--- src/rtl/ides_pkg.sv ---
// Shared types and constants of the diagonal Ising energy block.
// No dependencies; imported by every module of the block.
package ides_pkg;

    localparam int N_SPINS    = 16;
    localparam int SPIN_W     = $clog2(N_SPINS);
    localparam int COUP_DEPTH = N_SPINS * N_SPINS;
    localparam int COUP_AW    = $clog2(COUP_DEPTH);
    localparam int N_TERMS    = N_SPINS * (N_SPINS + 1) / 2;

    localparam int COEF_W  = 16;
    localparam int BASIS_W = 16;
    localparam int AMP_W   = 16;
    localparam int SCALE_W = 16;
    localparam int RES_W   = 24;
    localparam int ACC_W   = COEF_W + $clog2(N_TERMS);
    localparam int MUL_W   = ((ACC_W > RES_W) ? ACC_W : RES_W) + 1;
    localparam int PROD_W  = 2 * MUL_W;
    localparam int FRAC_SH = 15;

    localparam logic [SCALE_W-1:0] SCALE_RESET = SCALE_W'(32768);

    localparam logic [1:0] OP_LOAD_FIELD = 2'd0;
    localparam logic [1:0] OP_LOAD_COUP  = 2'd1;
    localparam logic [1:0] OP_EVAL       = 2'd2;

    typedef struct packed {
        logic        [1:0]         operation;
        logic        [3:0]         spin_i;
        logic        [3:0]         spin_j;
        logic signed [COEF_W-1:0]  coefficient;
        logic        [BASIS_W-1:0] basis_state;
        logic signed [AMP_W-1:0]   amp_re;
        logic signed [AMP_W-1:0]   amp_im;
    } t_in_req;

    typedef struct packed {
        logic signed [RES_W-1:0] energy;
        logic signed [RES_W-1:0] scaled_re;
        logic signed [RES_W-1:0] scaled_im;
    } t_out_res;

    // Coefficient table write port
    typedef struct packed {
        logic                     fld_we;
        logic                     coup_we;
        logic [SPIN_W-1:0]        spin_i;
        logic [SPIN_W-1:0]        spin_j;
        logic signed [COEF_W-1:0] data;
    } t_wr_req;

    // Coefficient table read port
    typedef struct packed {
        logic              is_field;
        logic [SPIN_W-1:0] spin_i;
        logic [SPIN_W-1:0] spin_j;
    } t_rd_req;

endpackage

--- src/rtl/ides_mac.sv ---
// Shared signed multiplier with product register, rounding and 24-bit saturation.
// Depends on ides_pkg; rounding is to nearest, ties toward plus infinity.
module ides_mac
    import ides_pkg::*;
(
    input  logic                    i_clk,
    input  logic                    i_en,
    input  logic signed [MUL_W-1:0] i_op_a,
    input  logic signed [MUL_W-1:0] i_op_b,
    output logic signed [RES_W-1:0] o_rnd
);

    localparam logic signed [PROD_W-1:0] HALF   = PROD_W'(1 << (FRAC_SH - 1));
    localparam logic signed [PROD_W-1:0] LIM_HI = PROD_W'((1 << (RES_W - 1)) - 1);
    localparam logic signed [PROD_W-1:0] LIM_LO = PROD_W'(-(1 << (RES_W - 1)));

    logic signed [PROD_W-1:0] r_prod;
    logic signed [PROD_W-1:0] biased;
    logic signed [PROD_W-1:0] shifted;

    always_ff @(posedge i_clk) begin
        if (i_en) begin
            r_prod <= i_op_a * i_op_b;
        end
    end

    assign biased  = r_prod + HALF;
    assign shifted = biased >>> FRAC_SH;

    always_comb begin
        if (shifted > LIM_HI) begin
            o_rnd = LIM_HI[RES_W-1:0];
        end else if (shifted < LIM_LO) begin
            o_rnd = LIM_LO[RES_W-1:0];
        end else begin
            o_rnd = shifted[RES_W-1:0];
        end
    end

endmodule

--- config.mk ---
export PLATFORM = sky130hd
export DESIGN_NAME = ides_mac
export DESIGN_NICKNAME = d
export VERILOG_FILES = /design/src/rtl/ides_pkg.sv /design/src/rtl/ides_mac.sv
export SDC_FILE = /design/constraint.sdc
export NUM_CORES = 2
export LEC_CHECK = 0
export BUFFER_PORTS_ARGS = -buffer_cell sky130_fd_sc_hd__buf_4
export CORE_MARGIN = 3
export CORE_UTILIZATION = 32
export CTS_BUF_LIST = sky130_fd_sc_hd__clkbuf_4 sky130_fd_sc_hd__clkbuf_8 sky130_fd_sc_hd__clkbuf_16
export CTS_CLUSTER_DIAMETER = 30
export CTS_CLUSTER_SIZE = 10
export DETAILED_ROUTE_END_ITERATION = 6
export GPL_ROUTABILITY_DRIVEN = 0
export PLACE_DENSITY = 0.44
export SYNTH_ARGS = -nofsm -noshare
export SYNTH_HDL_FRONTEND = slang
export SYNTH_SLANG_ARGS = --single-unit
--- constraint.sdc ---
create_clock -name i_clk -period 14.7 [get_ports i_clk]
set_clock_uncertainty 0.05 [all_clocks]
set_input_delay 1.47 -clock i_clk [delete_from_list [all_inputs] [get_ports i_clk]]
set_output_delay 1.47 -clock i_clk [all_outputs]
set_load 0.1 [all_outputs]
## Word level (Yosys, flattened, before mapping)

Index checks and enable logic that the tools add are counted.
W data, S select, Z words.

| cells by class | value |
|---|---|
| $add $sub $neg | 1 |
| multiply operators | 1 |
| divide/modulo/power cells | 0 |
| order comparisons | 2 |
| equal/unequal tests | 0 |
| shift-type cells | 0 |
| muxes and demuxes | 2 |
| bitwise logic cells | 0 |
| reductions and logical operators | 0 |

Operator list:

| kind | number |
|---|---|
| $add A50 B16 Y50 const B | 1 |
| $mul A25 B25 Y50 | 1 |
| $mux W24 | 2 |
| $gt A35 B24 Y1 const B | 1 |
| $lt A35 B24 Y1 const B | 1 |

| storage, ports and cells | value |
|---|---|
| bits in registers | 50 |
| latch bits | 0 |
| memory bits (writable) | 0 |
| ROM bits | 0 |
| bits of input ports | 52 |
| memories | 0 |

## Logic depth before layout (Yosys ltp)

| depth | value |
|---|---|
| depth in word-level cells | 4 |
| mapped depth | 26 |
| gate-level depth less buffers | 24 |

## Least setup slack after synthesis

OpenSTA, ideal clock, no wires.

| path | value |
|---|---|
| kind | input to register |
| start | input i_op_a[24] |
| end | register r_prod[47], data pin |
| arrival | 8.051 ns |
| data required time | 14.391 ns |
| slack | 6.339 ns |
| stages on the path | 22 |
| buffers on the path | 2 |
| path through | clkbuf_1 -> nand2_1 -> inv_1 -> fa_1 -> fa_1 -> inv_1 -> fa_1 -> inv_1 -> fa_1 -> fa_1 -> fa_1 -> fa_1 -> ha_1 -> clkbuf_1 -> a21o_1 -> a21oi_1 -> o21ai_0 -> a21o_1 -> a21oi_1 -> or3b_2 -> o21ai_0 -> xnor2_1 |

| between the ends | value |
|---|---|
| longest elaborated chain between the ends | 1 |

RTL lines:

| what | RTL line | text |
|---|---|---|
| from (decl) | ides_mac.sv:8 | `input logic signed [MUL_W-1:0] i_op_a,` |
| $mul A25 B25 Y50 | ides_mac.sv:23 | `r_prod <= i_op_a * i_op_b;` |
| to (signal assigned) | ides_mac.sv:23 |  |
| to (decl) | ides_mac.sv:17 | `logic signed [PROD_W-1:0] r_prod;` |

No other way between the ends.
A chain may end at the register's enable or synchronous reset.

## Worst setup path in the final report

| path | value |
|---|---|
| start | input i_op_b[1] |
| end | register r_prod[43], data pin |

| between the ends | value |
|---|---|
| longest elaborated chain between the ends | 1 |

RTL lines:

| what | RTL line | text |
|---|---|---|
| from (decl) | ides_mac.sv:9 | `input logic signed [MUL_W-1:0] i_op_b,` |
| $mul A25 B25 Y50 | ides_mac.sv:23 |  |

No other way between the ends.

==> impl_summary.txt <==
----------------------------------------------------
[Logic synthesis]
  Main flop type after synthesis ... edfxtp_1
  Number of instances in the synthesized netlist ... between 2000 and 3000
  Synth top area cells ... fa_1 54%, inv_1 10%, and2_1 7.7%, ha_1 7.2%, nand2_1 5.2%
  Syn nets ... 3432
  Share of the yosys chip area belonging to registers ... under 10%
  Fraction of synthesis flops using an asynchronous set or reset pin ... 0%
  FF+latch count, synth ... 36
  Synth unique cells ... 60
  Number of synthesized flops with an enable pin ... 36
  Top-area cell type share of the netlist area ... between 50% and 60%
  Yosys warns ... 0
  Cell area after synthesis ... around 24000 sq um
  Post-Synthesis Mean Instance Area ... 9.40 sq um
  Leading area contributor after synthesis ... fa_1

[Die]
  Chip Width ... 282 um
  Number of top-level pins ... between 70 and 80
  Y dimension of the die ... between 200 and 300 um
  Site row count ... 100
  Core area ... 74800 sq um
  Die Area ... 79300 sq um
  Initial core utilization ... about 32%

[Timing]
  Slew Viols, Final ... 0
  Worst slew pin tran ... 1020 ps
  Crit share post-route ... 60.5%
  Final hold vios ... 0
  Max-Slew Margin vs Limit ... 31.3%
  Shortest clock period the worst path allows after layout ... a little under 9000 ps
  Total negative setup slack ... 0 ps
  Unrepaired setup endpoints after global routing ... false
  Final setup violation count ... 0
  Upper clock frequency limit ... about 110 MHz

[Global routing]
  Wire length of the first global-routing pass ... 112000 um
  Initial antenna violation count ... 2
  GR Overflow Total ... 0
  Pin count of the biggest net entering global routing ... 37
  Vias in the first global route ... ~20000
  GRT Resource Usage Total ... a little under a fifth

[Routing]
  Total DRC errors in the routed layout ... 0
  Per-cell routed wire length ... between 15 and 20 um
  Sum of routed wire length over all layers ... 68500 um
  Iteration-0 DRC count of the detailed router ... roughly 670
  Number of vias in the routed layout ... between 15000 and 20000
  First-pass iteration count of the detailed router ... 6
  Number of nets with antenna violations after detailed routing ... 0
  Vias per inst ... about 4.8

[Worst hold path]
  Number of instances on the worst hold path ... 1
  Worst min-delay path endpoint ... r_prod[14]$_DFFE_PP_
  Min-Delay Startpoint ... i_en
  Classification of the worst-slack hold path ... in2reg

[Placed design]
  HPWL after detailed placement ... 56500 um
  Input/output buffers ... 75

[Cells and area]
  Number of flip-flops under the largest register name ... 36
  Layout filler cell count ... between 7000 and 8000
  Area added between synthesis and finish ... 6.19%
  Post-layout net count ... roughly 3400
  Layout cell share with drive strength beyond 1 ... 3.72%
  Area of the multi-input gates ... ~20000 sq um
  Largest registers ... r_prod (36)
  Register cell area after layout ... about 1100 sq um
  Leading cell types in the layout, fill and taps excluded ... 657 x inv_1, 657 x fa_1, 337 x nand2_1, 298 x and2_1, 139 x ha_1
  Largest register by flop count ... r_prod

[CTS]
  Number of clock buffers inserted by TritonCTS ... 5
  H-tree Lvls ... 2
  Buffer cell driving the clock tree root ... clkbuf_16
  Gates resized, CTS repair ... 0
  Cts hold-fix bufs ... 0
  Buffer count from post-CTS setup fixing ... 0
  Clock transition at the register clock pins on the worst setup and hold paths after CTS ... ~60 ps
  Clock tree from TritonCTS ... done
  Maximum clock insertion buffer count ... 2
  CTS sink count ... 36

[Critical path]
  Critical setup path kind ... in2reg
  Critical-path maximum fanout ... 25
  Data arrival time at the worst-slack endpoint ... a little under 9000 ps
  Critical Path End Type ... flip-flop
  Data required time at the worst endpoint ... roughly 15000 ps
  Kind of start point of the critical path ... input pin

[Status]
  Run status ... complete, no violations

[Flow run]
  Number of violations of the max-capacitance limit ... 0

----------------------------------------------------
## final cells by class
class / instances / share of cell area, %
diodes: 2 / 0.0194
multi-input cells: 1778 / 78.7
well taps: 969 / 4.70
clock buffers: 5 / 0.485
flip-flops and latches: 36 / 4.19
inverters: 657 / 9.56
clock inverters: 3 / 0.145
repair buffers: 75 / 2.18
## synth_stat cells (20+ instances only)
cell type / n
nor2_1: 45
nand3_1: 27
a21oi_1: 40
and2_1: 298
fa_1: 657
xnor2_1: 49
ha_1: 139
xor2_1: 25
inv_1: 657
edfxtp_1: 36
o21ai_0: 20
nand2_1: 337
clkbuf_1: 109
## logic make-up after synthesis
logic type	Yosys count	synth area share (%)
fa+ha+maj	796	61.3
buf+inv	770	12.0
simple gates	768	15.9
compound gates	139	3.68
xor+xnor	74	2.67
flops	36	4.45
mux	1	0.0463
## critical path: stages
cell	delay [ps]
buf_4	300
nand2_1	160
inv_1	140
fa_1	550
fa_1	720
inv_1	210
fa_1	560
inv_1	420
fa_1	530
fa_1	570
fa_1	430
fa_1	440
ha_1	360
and4_1	190
a221o_1	360
a2111oi_1	810
o21ai_0	300
a21oi_1	230
xnor2_1	80
## stage by stage
stage	area, sq um	util (%)	hold slack [ps]	instances	setup WS [ps]
finish	25800	34.5	1620	3525	5800
detailed placement	25600	34.3	1920	3515	5520
CTS	25800	34.5	1630	3523	5790
global placement	25600	34.3	1920	3515	5570
global route	25800	34.5	1640	3523	5380
floorplan	24300	-	1530	2584	6340
## per-layer routing
metal / GRT usage, % / routed length [um] / share of wire, % / up-vias
met4: 5.72 / 2710 / 4.0 / 2
met1: 20.9 / 26000 / 38 / 8923
met5: 0 / 13 / 0.019 / -
li1: - / - / - / 7418
met3: 1.14 / 1760 / 2.6 / 108
met2: 36.3 / 38000 / 55 / 335
## worst max-delay path by stage
stage	start	to	slack (ps)	depth (start not counted)
floorplan	i_op_a[24]	r_prod[47]$_DFFE_PP_	6340	22
global placement	i_op_b[4]	r_prod[43]$_DFFE_PP_	5570	25
finish	i_op_b[1]	r_prod[43]$_DFFE_PP_	5800	19
global route	i_op_b[1]	r_prod[43]$_DFFE_PP_	5380	19
CTS	i_op_b[1]	r_prod[43]$_DFFE_PP_	5790	19
detailed placement	i_op_b[1]	r_prod[43]$_DFFE_PP_	5520	19
Power is not shown: default switching activity piles up to over one toggle a cycle in this logic, so the estimate is an artifact.
