## config.mk

```make
export PLATFORM = sky130hd
export DESIGN_NAME = ides_store
export DESIGN_NICKNAME = d
export VERILOG_FILES = /design/src/rtl/ides_pkg.sv /design/src/rtl/ides_store.sv
export SDC_FILE = /design/constraint.sdc
export NUM_CORES = 2
export LEC_CHECK = 0
export ABC_AREA = 0
export BUFFER_PORTS_ARGS = -buffer_cell sky130_fd_sc_hd__buf_2
export CORE_MARGIN = 3
export CORE_UTILIZATION = 40
export CTS_CLUSTER_SIZE = 16
export DETAILED_ROUTE_END_ITERATION = 16
export PLACE_DENSITY_LB_ADDON = 0.15
export SYNTH_ARGS = -nofsm -noshare
export SYNTH_HDL_FRONTEND = slang
export SYNTH_MEMORY_MAX_BITS = 65536
export SYNTH_SLANG_ARGS = --single-unit
export TNS_END_PERCENT = 10
```

## constraint.sdc

```tcl
create_clock -name i_clk -period 3.7 [get_ports i_clk]
set_input_delay 0.555 -clock i_clk [delete_from_list [all_inputs] [get_ports i_clk]]
set_output_delay 0.555 -clock i_clk [all_outputs]
set_load 0.03 [all_outputs]
```

## src/rtl/ides_pkg.sv

```systemverilog
// Shared types and constants of the diagonal Ising energy block.
// No dependencies; imported by every module of the block.
package ides_pkg;

    localparam int N_SPINS    = 16;
    localparam int SPIN_W     = $clog2(N_SPINS);
    localparam int COUP_DEPTH = N_SPINS * N_SPINS;
    localparam int COUP_AW    = $clog2(COUP_DEPTH);
    localparam int N_TERMS    = N_SPINS * (N_SPINS + 1) / 2;

    localparam int COEF_W  = 16;
    localparam int BASIS_W = 16;
    localparam int AMP_W   = 16;
    localparam int SCALE_W = 16;
    localparam int RES_W   = 24;
    localparam int ACC_W   = COEF_W + $clog2(N_TERMS);
    localparam int MUL_W   = ((ACC_W > RES_W) ? ACC_W : RES_W) + 1;
    localparam int PROD_W  = 2 * MUL_W;
    localparam int FRAC_SH = 15;

    localparam logic [SCALE_W-1:0] SCALE_RESET = SCALE_W'(32768);

    localparam logic [1:0] OP_LOAD_FIELD = 2'd0;
    localparam logic [1:0] OP_LOAD_COUP  = 2'd1;
    localparam logic [1:0] OP_EVAL       = 2'd2;

    typedef struct packed {
        logic        [1:0]         operation;
        logic        [3:0]         spin_i;
        logic        [3:0]         spin_j;
        logic signed [COEF_W-1:0]  coefficient;
        logic        [BASIS_W-1:0] basis_state;
        logic signed [AMP_W-1:0]   amp_re;
        logic signed [AMP_W-1:0]   amp_im;
    } t_in_req;

    typedef struct packed {
        logic signed [RES_W-1:0] energy;
        logic signed [RES_W-1:0] scaled_re;
        logic signed [RES_W-1:0] scaled_im;
    } t_out_res;

    // Coefficient table write port
    typedef struct packed {
        logic                     fld_we;
        logic                     coup_we;
        logic [SPIN_W-1:0]        spin_i;
        logic [SPIN_W-1:0]        spin_j;
        logic signed [COEF_W-1:0] data;
    } t_wr_req;

    // Coefficient table read port
    typedef struct packed {
        logic              is_field;
        logic [SPIN_W-1:0] spin_i;
        logic [SPIN_W-1:0] spin_j;
    } t_rd_req;

endpackage

```

## src/rtl/ides_store.sv

```systemverilog
// Field coefficient registers and coupling coefficient memory with valid bits.
// Depends on ides_pkg; read data is registered, one read per cycle.
module ides_store
    import ides_pkg::*;
(
    input  logic                     i_clk,
    input  logic                     i_rst_n,
    input  t_wr_req                  i_wr,
    input  t_rd_req                  i_rd,
    output logic signed [COEF_W-1:0] o_rd_data
);

    logic signed [COEF_W-1:0] r_fld [N_SPINS];
    logic        [COEF_W-1:0] r_coup_mem [COUP_DEPTH];
    logic [COUP_DEPTH-1:0]    r_coup_vld;

    logic signed [COEF_W-1:0] r_fld_q;
    logic        [COEF_W-1:0] r_coup_q;
    logic                     r_coup_q_vld;
    logic                     r_is_field;

    logic [COUP_AW-1:0] wr_addr;
    logic [COUP_AW-1:0] rd_addr;

    assign wr_addr = COUP_AW'(COUP_AW'(i_wr.spin_i) * COUP_AW'(N_SPINS) + COUP_AW'(i_wr.spin_j));
    assign rd_addr = COUP_AW'(COUP_AW'(i_rd.spin_i) * COUP_AW'(N_SPINS) + COUP_AW'(i_rd.spin_j));

    always_ff @(posedge i_clk) begin
        if (!i_rst_n) begin
            for (int k = 0; k < N_SPINS; k++) begin
                r_fld[k] <= '0;
            end
            r_coup_vld <= '0;
        end else begin
            if (i_wr.fld_we) begin
                r_fld[i_wr.spin_i] <= i_wr.data;
            end
            if (i_wr.coup_we) begin
                r_coup_vld[wr_addr] <= 1'b1;
            end
        end
    end

    always_ff @(posedge i_clk) begin
        if (i_wr.coup_we) begin
            r_coup_mem[wr_addr] <= i_wr.data;
        end
        r_coup_q     <= r_coup_mem[rd_addr];
        r_coup_q_vld <= r_coup_vld[rd_addr];
        r_fld_q      <= r_fld[i_rd.spin_i];
        r_is_field   <= i_rd.is_field;
    end

    // An entry never written reads as zero
    always_comb begin
        if (r_is_field) begin
            o_rd_data = r_fld_q;
        end else if (r_coup_q_vld) begin
            o_rd_data = signed'(r_coup_q);
        end else begin
            o_rd_data = '0;
        end
    end

endmodule

```

# [Word level (Yosys, flattened, before mapping)]
# Memory sizes are Yosys's and may differ from the RTL's. A register that Yosys moved wholly into a read port is not among the register bits.
# Index checks and enable logic that the tools add are counted.
[word_totals] latch_bits=0 word_cells=28 output_inout_bits=16 inputBits=37 n_memories=2 reg_bits=258 ramBits=4352 romBits=0
[classes] div=0 n_reduce_logical=2 eq_ne=0 n_addsub=2 order_cmp=3 bitwise_logic=1 n_shift=0 mux=15 n_mul=0
[memory_table] name="r_coup_mem" words=256 width=16 rd=1 rd_clocked_by_memory_dff=1 wr=1 line="ides_store.sv:14" source="logic [COEF_W-1:0] r_coup_mem [COUP_DEPTH];"
[memory_table] name="r_fld" words=16 width=16 rd=1 rd_clocked_by_memory_dff=1 wr=16 line="ides_store.sv:13" source="logic signed [COEF_W-1:0] r_fld [N_SPINS];"
[op_table] op="OR 256 bit" n=1
[op_table] op="2-to-1 mux 16 bit" n=3
[op_table] op="less-than comparator 8 x 9 -> 1 bit, second input constant" n=2
[op_table] op="adder 8 x 4 -> 8 bit" n=2
[op_table] op="OR reduction 16 bit" n=1
[op_table] op="2-to-1 mux 1 bit" n=9
[op_table] op="binary-select mux 1 bit (select 8 bit)" n=1
[op_table] op="demux 1 bit (select 8 bit)" n=1
[op_table] op=">= comparator 8 x 1 -> 1 bit, second input constant" n=1
[op_table] op="2-to-1 mux 4 bit" n=1
[op_table] op="logical AND 1 bit" n=1

# [Depth between registers and ports, before layout]
[logic_depth] ltp_word=6 ltp_mapped=13 depth_no_buf=7

# [Worst setup path after synthesis]
# No wires, ideal clock.
[synth_timing] kind="input port to flip-flop" from="in i_wr[20] (netlist name)" to="mem r_fld[13][0], enable pin" cell_stages=6 path_slack_ps=575 required_ps=3289 t_arrival_ps=2714 path_cell_list="clkbuf_1 -> nor2b_1 -> clkbuf_1 -> nand3_1 -> clkbuf_1 -> o21ai_0"
[synth_lines] element="start, declared" line="ides_store.sv:8" source="input t_wr_req i_wr,"
[synth_lines] element="end, declared" line="ides_store.sv:13"

# [Worst setup path after layout]
[layout_timing] from="reg r_coup_q_vld" to="out o_rd_data[0]"
[layout_between] elab_chain_len=2
[layout_rtl] element="start, declared" line="ides_store.sv:19" source="logic r_coup_q_vld;"
[layout_rtl] element="start signal, assigned" line="ides_store.sv:49" source="r_coup_q_vld <= r_coup_vld[rd_addr];"
[layout_rtl] element="2-to-1 mux 16 bit" line="ides_store.sv:58" source="end else if (r_coup_q_vld) begin"
[layout_rtl] element="2-to-1 mux 16 bit" line="ides_store.sv:56" source="if (r_is_field) begin"
[layout_rtl] element="end, declared" line="ides_store.sv:10" source="output logic signed [COEF_W-1:0] o_rd_data"
# Every way passes these cells.

==> reports/results.ini <==
[clock_tree]
clockBufferDepth=4
cts_tree=done
clk_pin_slew_ns=0.06
root_buffer=clkbuf_16
numCtsBuffers=479
numClockSinks=4642
cts-htree-levels=5
post_cts_buffers=0
clkLatencyLatePin_ns=1.03

[global_routing]
grt_max_degree=121
grt.overflow.total=0
grt_pass1_wl_mm=751
antenna_found_initial=44
grt_usage=0.231
grt_pass1_vias=94300

[detailed_routing]
wl_met2_mm=254
vias_per_cell=5.77
ant_nets=0
drtPass1Iterations=6
wl_met3_mm=39.1
first_iter_violations=11000
drc=0
wl_per_cell_um=33.0
num_vias=93700
routed.top_layer=met5
met1_length_mm=227
routed_wl_mm=536

[synth]
postSynthAreaPerCell_um2=20.3
syn_nets=8896
synth_cell_types=61
synthCells=8859
synth.top_cell.area_share=0.727
yosys.area.top_type=edfxtp_1
ys_warn_count=0
synthArstFlopShare=0
syn-cell-area_um2=180000
ys_seq_area_frac=0.759
synth_flop_cell=edfxtp_1
synth-edff-count=4352
ys_top_cells_by_area=edfxtp_1 (73%), mux4_2 (12%), mux2i_1 (3.3%)
synth_seq_cells=4642

[sta]
slew_headroom=0.101
finalSetupViolations=0
min_period_ns=3.50
hold_viol=0
fin_crit_sh=0.945
fin_ws_ns=0.205
whs_ns=0.0390
fmax_mhz=286
rsz0062_at_grt=false
finalSetupTns_ns=0
worst_slew_pin_slew_ns=1.34
slew_violations=0
clock_skew_ns=0.0709

[placement]
placed_area_um2=195000
place.gp.congestion=0.867
dp.final_hpwl_mm=339
port_buffers=52
dp.cells=15300
dp_slack_ns=-0.621

[floorplanning]
initial_core_util=0.403
rows=245
dieHeight_um=676
die-area_um2=458000
ios=53
fp.coreArea_um2=447000
die_x_um=676

[final_layout]
design_area_um2=210000
fin_cells=16200
layout-drive-gt1-share=0.286
fin_util=0.471
area_growth_pct=17.0
num-nets-final=9897

[worst_setup_path]
cpMaxStageDelayCell=dfxtp_1
cp_cell_sequence=nor2b_4 -> a22o_1 -> buf_2
crit_start=r_coup_q_vld
cp-end-kind=primary output
critPathRequiredTime_ns=3.14
worst_r2r_startpoint=r_coup_mem[233][14]
crit_type=flip-flop to primary output
crit_fanout=15
cp.arrival_ns=2.94
max_stage_delay_ns=0.87
start_kind=flip-flop

[power]
switchingPower_mw=24.5
seqPwrFrac=0.518
p_leak_nw=68.6
vdd_drop_max_mv=0.414
powerDensity_nw_per_um2=532
p_comb_frac=0.057
p_sw_frac=0.219
power_frac_clock=0.425
p_int_mw=87.5
finalPower_mw=112

[flow_run]
drv_cap=0

[min_path]
holdCritStartpoint=i_wr[2]
min_path_type=input pin to flip-flop

[status]
status=completed

-- flip-flops by register name (all words and copies together) (netlist names) --
register / count
r_fld_q: 16
r_coup_vld: 256
r_coup_mem: 4096
r_coup_q_vld: 1
r_fld: 256
r_is_field: 1
r_coup_q: 16
-- cells in the final DEF, fill, tap and decap left out, types with 26 or more instances in the layout --
| cell type | count |
|---|---|
| nor2_1 | 226 |
| buf_4 | 877 |
| clkbuf_8 | 57 |
| o221ai_1 | 136 |
| and2_1 | 270 |
| o21a_1 | 256 |
| a221oi_1 | 62 |
| edfxtp_1 | 4352 |
| a22oi_1 | 40 |
| nor3_1 | 162 |
| mux4_2 | 944 |
| a22o_1 | 50 |
| clkbuf_1 | 133 |
| clkinv_1 | 75 |
| bufinv_16 | 26 |
| buf_12 | 153 |
| o22ai_1 | 203 |
| diode_2 | 28 |
| a21oi_1 | 131 |
| nor4_1 | 50 |
| clkbuf_16 | 495 |
| dfxtp_1 | 290 |
| buf_2 | 28 |
| o21ai_0 | 53 |
| nor2_2 | 138 |
| clkinv_2 | 79 |
| mux2i_1 | 588 |
| nand2_1 | 94 |
| a211oi_1 | 47 |
-- cell type report --
cell class / instances / area (µm²)
antenna: 28 / 70.1
clock buffer: 684 / 13700
clock inverter: 215 / 1910
fill: 36800 / 236000
inverter: 2 / 20.0
multi-input combinational: 3649 / 40600
sequential: 4642 / 136000
tap: 5928 / 7420
timing repair buffer: 1086 / 10200
-- power groups by stage --
| stage | clock (mW) | combinational [mW] | sequential (mW) |
|---|---|---|---|
| 2_1_floorplan | 0 | 3.02 | 58.9 |
| 3_3_place_gp | 0 | 6.39 | 59.0 |
| 3_5_place_dp | 0 | 6.47 | 59.1 |
| 4_1_cts | 48.6 | 6.48 | 58.0 |
| 5_1_grt | 50.6 | 6.73 | 57.9 |
| 6_report | 47.6 | 6.42 | 57.9 |
-- timing repair --
item,in CTS,in global routing
hold buffers,7,0
endpoints found under the setup margin,15,0
endpoints found under the hold margin,96,0
resized for setup,2,0
-- final timing paths --
path,slack [ns],depth (start not counted),end
setup / recovery,0.20,3,o_rd_data[0]
hold / removal,0.04,1,r_coup_mem[229][2]
setup reg to reg,0.58,11,r_coup_q[14]
hold reg to reg,0.46,1,r_coup_vld[215]
-- cells in the mapped netlist, drive strengths merged (18+ instances only) --
master and count:
a211oi 48, a21oi 131, a221oi 62, a22o 50, a22oi 40, and2 271
buf 277, clkbuf 289, dfxtp 290, edfxtp 4352, mux2 18, mux2i 588
mux4 944, nand2 107, nand3 25, nor2 366, nor3 163, nor4 51
o21a 256, o21ai 69, o221ai 138, o22ai 215
-- logic make-up after synthesis --
family,after synthesis,synth area share
flops,4642,0.759
mux,1550,0.152
simple gates,1054,0.0291
compound gates,1045,0.0419
buf+inv,568,0.0178
-- worst max-delay path: cells and delay by family, from the launching register on --
kind	cells	cell delay, ns
AND/OR/NAND/NOR	1	0.53
flip-flops	1	0.87
buffers and inverters	1	0.24
AO/OA/AOI/OAI	1	0.31
-- routing by layer --
metal  vias to the layer above  track usage
li1                      38900            -
met3                       715       0.0418
met1                     50600        0.326
met4                         8       0.0672
met2                      3552        0.368
met5                         -            0
No activity file was read; power rests on OpenSTA's default activity.
